`src/rtl/arat_ram.sv`:
```
// ----------------------------------------------------------------------------
// arat_ram
// Generic single-port write, single-port read RAM with registered read.
// ----------------------------------------------------------------------------
module arat_ram #(
    parameter int WIDTH = 8,
    parameter int DEPTH = 16
) (
    input  logic                     i_clk,
    input  logic                     i_we,
    input  logic [$clog2(DEPTH)-1:0] i_waddr,
    input  logic [WIDTH-1:0]         i_wdata,
    input  logic [$clog2(DEPTH)-1:0] i_raddr,
    output logic [WIDTH-1:0]         o_rdata
);
    logic [WIDTH-1:0] r_mem [DEPTH];

    always_ff @(posedge i_clk) begin
        if (i_we) begin
            r_mem[i_waddr] <= i_wdata;
        end
        o_rdata <= r_mem[i_raddr];
    end
endmodule

```
`config.mk`:
```
export PLATFORM = sky130hd
export DESIGN_NAME = arat_ram
export DESIGN_NICKNAME = d
export VERILOG_FILES = /design/src/rtl/arat_ram.sv
export SDC_FILE = /design/constraint.sdc
export NUM_CORES = 1
export LEC_CHECK = 0
export BUFFER_PORTS_ARGS = -buffer_cell sky130_fd_sc_hd__buf_2
export CORE_MARGIN = 1.5
export CORE_UTILIZATION = 35
export DETAILED_ROUTE_END_ITERATION = 8
export SLEW_MARGIN = 20
export SYNTH_ARGS = -nofsm -noshare
export SYNTH_HDL_FRONTEND = slang
export SYNTH_SLANG_ARGS = --single-unit
```
`constraint.sdc`:
```
create_clock -name i_clk -period 5.3 [get_ports i_clk]
set_clock_uncertainty 0.2 [all_clocks]
set_input_delay 1.06 -clock i_clk [delete_from_list [all_inputs] [get_ports i_clk]]
set_output_delay 1.06 -clock i_clk [all_outputs]
set_load 0.1 [all_outputs]
```
# Word-level counts from Yosys, hierarchy flattened
# Memory sizes are Yosys's and may differ from the RTL's. A register that Yosys moved wholly into a read port is not among the register bits.
# Cells that the tools add are included.
# Widths: inputs -> output; s select.
[word_totals] register_bits=0 ramBits=128 inputBits=18 out_inout_bits=8 elab_cells=3 memories=1
[op_classes] mux=2
[memory_table] memory="r_mem" depth=16 word_bits=8 rd=1 rd_ports_with_merged_regs=1 wr=1 line="16" rtl="logic [WIDTH-1:0] r_mem [DEPTH];"
[ops] operator="$mux 1" n=2

# Depth between registers and ports, before layout
[logic_depth] depth_word=2 ltp_mapped=5 ltp_nobuf=3

# Least setup slack after synthesis
# OpenSTA, ideal clock, no wires.
[synth_timing] path_type="input to register" from="input i_waddr[2]" to="memory r_mem[0][0] (enable)" setup_ns=0.383 t_arrival_ns=2.170 t_required_ns=4.717 setup_slack_ns=2.547 stages=2 cell_sequence="or3b_2 nor3_1"
[synth_lines] item="start, declared" line="11" rtl="input logic [$clog2(DEPTH)-1:0] i_waddr,"
[synth_lines] item="end, declared" line="16"
# Straight into the memory's write port.

==> results list <==
- Run status: completed
- Post-route setup slack: 2729 ps
- Buffers from clock root to sink, at most: 2
- Critical path endpoint category: flop
* Clock slew at reported path FFs: 60 ps
- Data on the critical path is required at its endpoint by 5390 ps.
- The critical path is of the primary input to flop type.
- Vias after detailed routing: 2,389
- For this run, global-route usage on met3 was measured as 4.897%.
- Shortest period the worst path allows: 2571 ps
- Most used cells in the layout excluding fill and tap cells: edfxtp_1 (128), buf_2 (24), mux4_2 (18), clkbuf_16 (17), a22oi_1 (16)
- The net count of the finished layout is 284.
- CTS root buffer: clkbuf_16
* Count of endpoints failing hold in the final timing report: 0
- Maximum frequency from static timing analysis: 388.9 MHz
- Cells fill 41.66% of the core in the end.
- Core ar.: 14,420 µm²
* Area Growth Syn to Fin: 16.72%
- Initial antenna violation count: 0
- The repair_antennas step left the layout with diodes totalling 0.
- Maximum fanout encountered on the critical timing path: 32
- CTS tree: done
* PD cells: 413.6 nW/µm²
- Logic depth of the worst register-to-register path: 3
- Setup violations remaining at the end of the flow were counted as 0.
* Dpl hpwl: 6315 µm
- In this run the most used layer during global routing was met2.
- The worst setup path is launched from a primary input.
* Setup Slack @ Placement: 1926 ps
- For the worst setup path, the data arrival time is 2660 ps.
- Routability-driven placement congestion ratio: 0.7252
- Met1 track demand over resource: 19.20%
- Share of layout cells above drive strength 1: 28.06%
- Residual DRC: 0
- The worst-case IR drop observed on VDD is 0.0002606 V.
* RSZ-0062 raised after global routing: no
- The total count of max-transition violations in the final report came to 0.
* Mean Syn Cell Area: 22.48 µm²
* Die height: 124.3 µm
- Buffers on Ports: 25
- H-tree depth reported by CTS: 4
- Synthesis inferred 136 register bits.
* Routing usage on met2: 21.82%
* Area share of the largest cell type after synthesis: 74.67%
- The layout has 1,276 filler cells.
- Most common library cell in the layout ignoring fill and taps: edfxtp_1
- Global-route total usage across every layer: 14.33%
- Largest area contributor in the synthesized netlist: edfxtp_1
- Nets in the synthesized netlist: 247
- Across the run, the number of max-cap violations was 0.
- Vias per Instance: 5.171
* Period Utilization, post-route: 48.51%
* Clk sinks: 136
* Count of standard-cell rows: 44
- Summed over all layers, the global routing overflow is 0.
- In this run the post-CTS setup repair buffer count came out at 0.
- Unique masters post-synth: 19
- Worst Hold Depth: 3
* Number of global-route vias before repair: 2,495
- Post-synth design cell area: 5147 µm²
- Number of placed I/O pins: 26
* Maximum number of pins on one net before global-route repair: 33
- In this run the tightest slew margin relative to its limit is 36.33%.
- Total die area: 15,440 µm²
- Smallest hold slack: 475.3 ps
* Summed negative setup slack over all endpoints: 0 ps
- For the pin with the worst max-slew slack, the measured transition is 951.5 ps.
* Average routed wire per standard cell: 22.62 µm
- The later pin in the worst-skew pair is clocked with a latency of 410 ps.
- For this configuration, the core starts out at a cell density of 35.69%.
- Gates resized, CTS repair: 0
* Count of synthesis-stage warnings from yosys: 0
* Number of iterations in the first detailed-routing pass: 4
* Cell types occupying the most area after synthesis: edfxtp_1 (75%), mux4_2 (7.9%), mux4_1 (7.1%)
- Clock tree synthesis inserted a total of 17 buffers.
- Cts-stage hold buffer count: 0
- Post-synthesis instance total: 229
- Routed wire length: 10,450 µm
- Initial drt markers: 150
- The die is 124.3 µm wide.
* Antenna violation net count after detailed routing: 0
- Pleak: 1.979 nW
- The first global-routing pass estimated 15,540 µm of wire.
- Sequential cell area fraction in the yosys report: 77.78%
* Hold WC Path Type: flop to flop
==> registers in the layout, indices dropped and copies added, names as in the netlist <==
register	flops
o_rdata	8
r_mem	128
==> synth_stat cells (all sizes together) <==
master,count
edfxtp,128
mux4,32
a22oi,16
nor2,13
nand2,9
dfxtp,8
buf,7
nor3,4
clkdlybuf4s25,3
nand2b,2
nand3b,2
and2,1
and2b,1
nand3,1
nor2b,1
or3b,1
==> through the flow <==
stage,total power (W),cell area (µm²),instances
finish,0.002485,6008,462
floorplan,0.001343,5147,229
CTS,0.002504,6006,462
global route,0.002555,6008,462
global placement,0.001391,5439,431
detailed placement,0.001395,5444,431
==> report_power, final <==
group          internal, W  total [W]  switching, W
clock network     0.000685    0.00111      0.000430
registers          0.00120    0.00121    0.00000869
logic            0.0000433   0.000159      0.000116
==> cells by family (layout without fill, tap and decap cells) <==
group,after synthesis,after routing,synth area share (%)
flops,136,136,77.78
simple gates,35,35,3.184
mux,32,32,15.02
compound gates,16,16,2.334
buf+inv,10,59,1.677
==> final timing paths <==
kind / start / to / slack [ps]
max: i_raddr[0] / o_rdata[5] / 2730
max reg2reg: r_mem[0][5] / o_rdata[5] / 3660
min: r_mem[14][2] / o_rdata[2] / 480
min reg2reg: r_mem[14][2] / o_rdata[2] / 480
==> critical path, cell delays in order <==
cell     delay, ps
buf_4          490
mux4_1         640
a22oi_1        360
nand2_1        100
==> area by class of cell <==
cell class	instances	area (µm²)	share of cell area [%]
Clock inverter	13	132.6	2.207
Timing Repair Buffer	28	150.1	2.499
Multi-Input combinational cell	83	1062	17.68
Sequential cell	136	4004	66.64
Clock buffer	18	429.2	7.143
Tap cell	184	230.2	3.832
==> layer usage <==
metal  up-vias  part of all wire (%)
li1       1048                     -
met1      1256                    46
met2        73                    47
met3        12                   5.5
met4         0                   1.4
met5         -                     0
(Power assumes the default switching activity.)
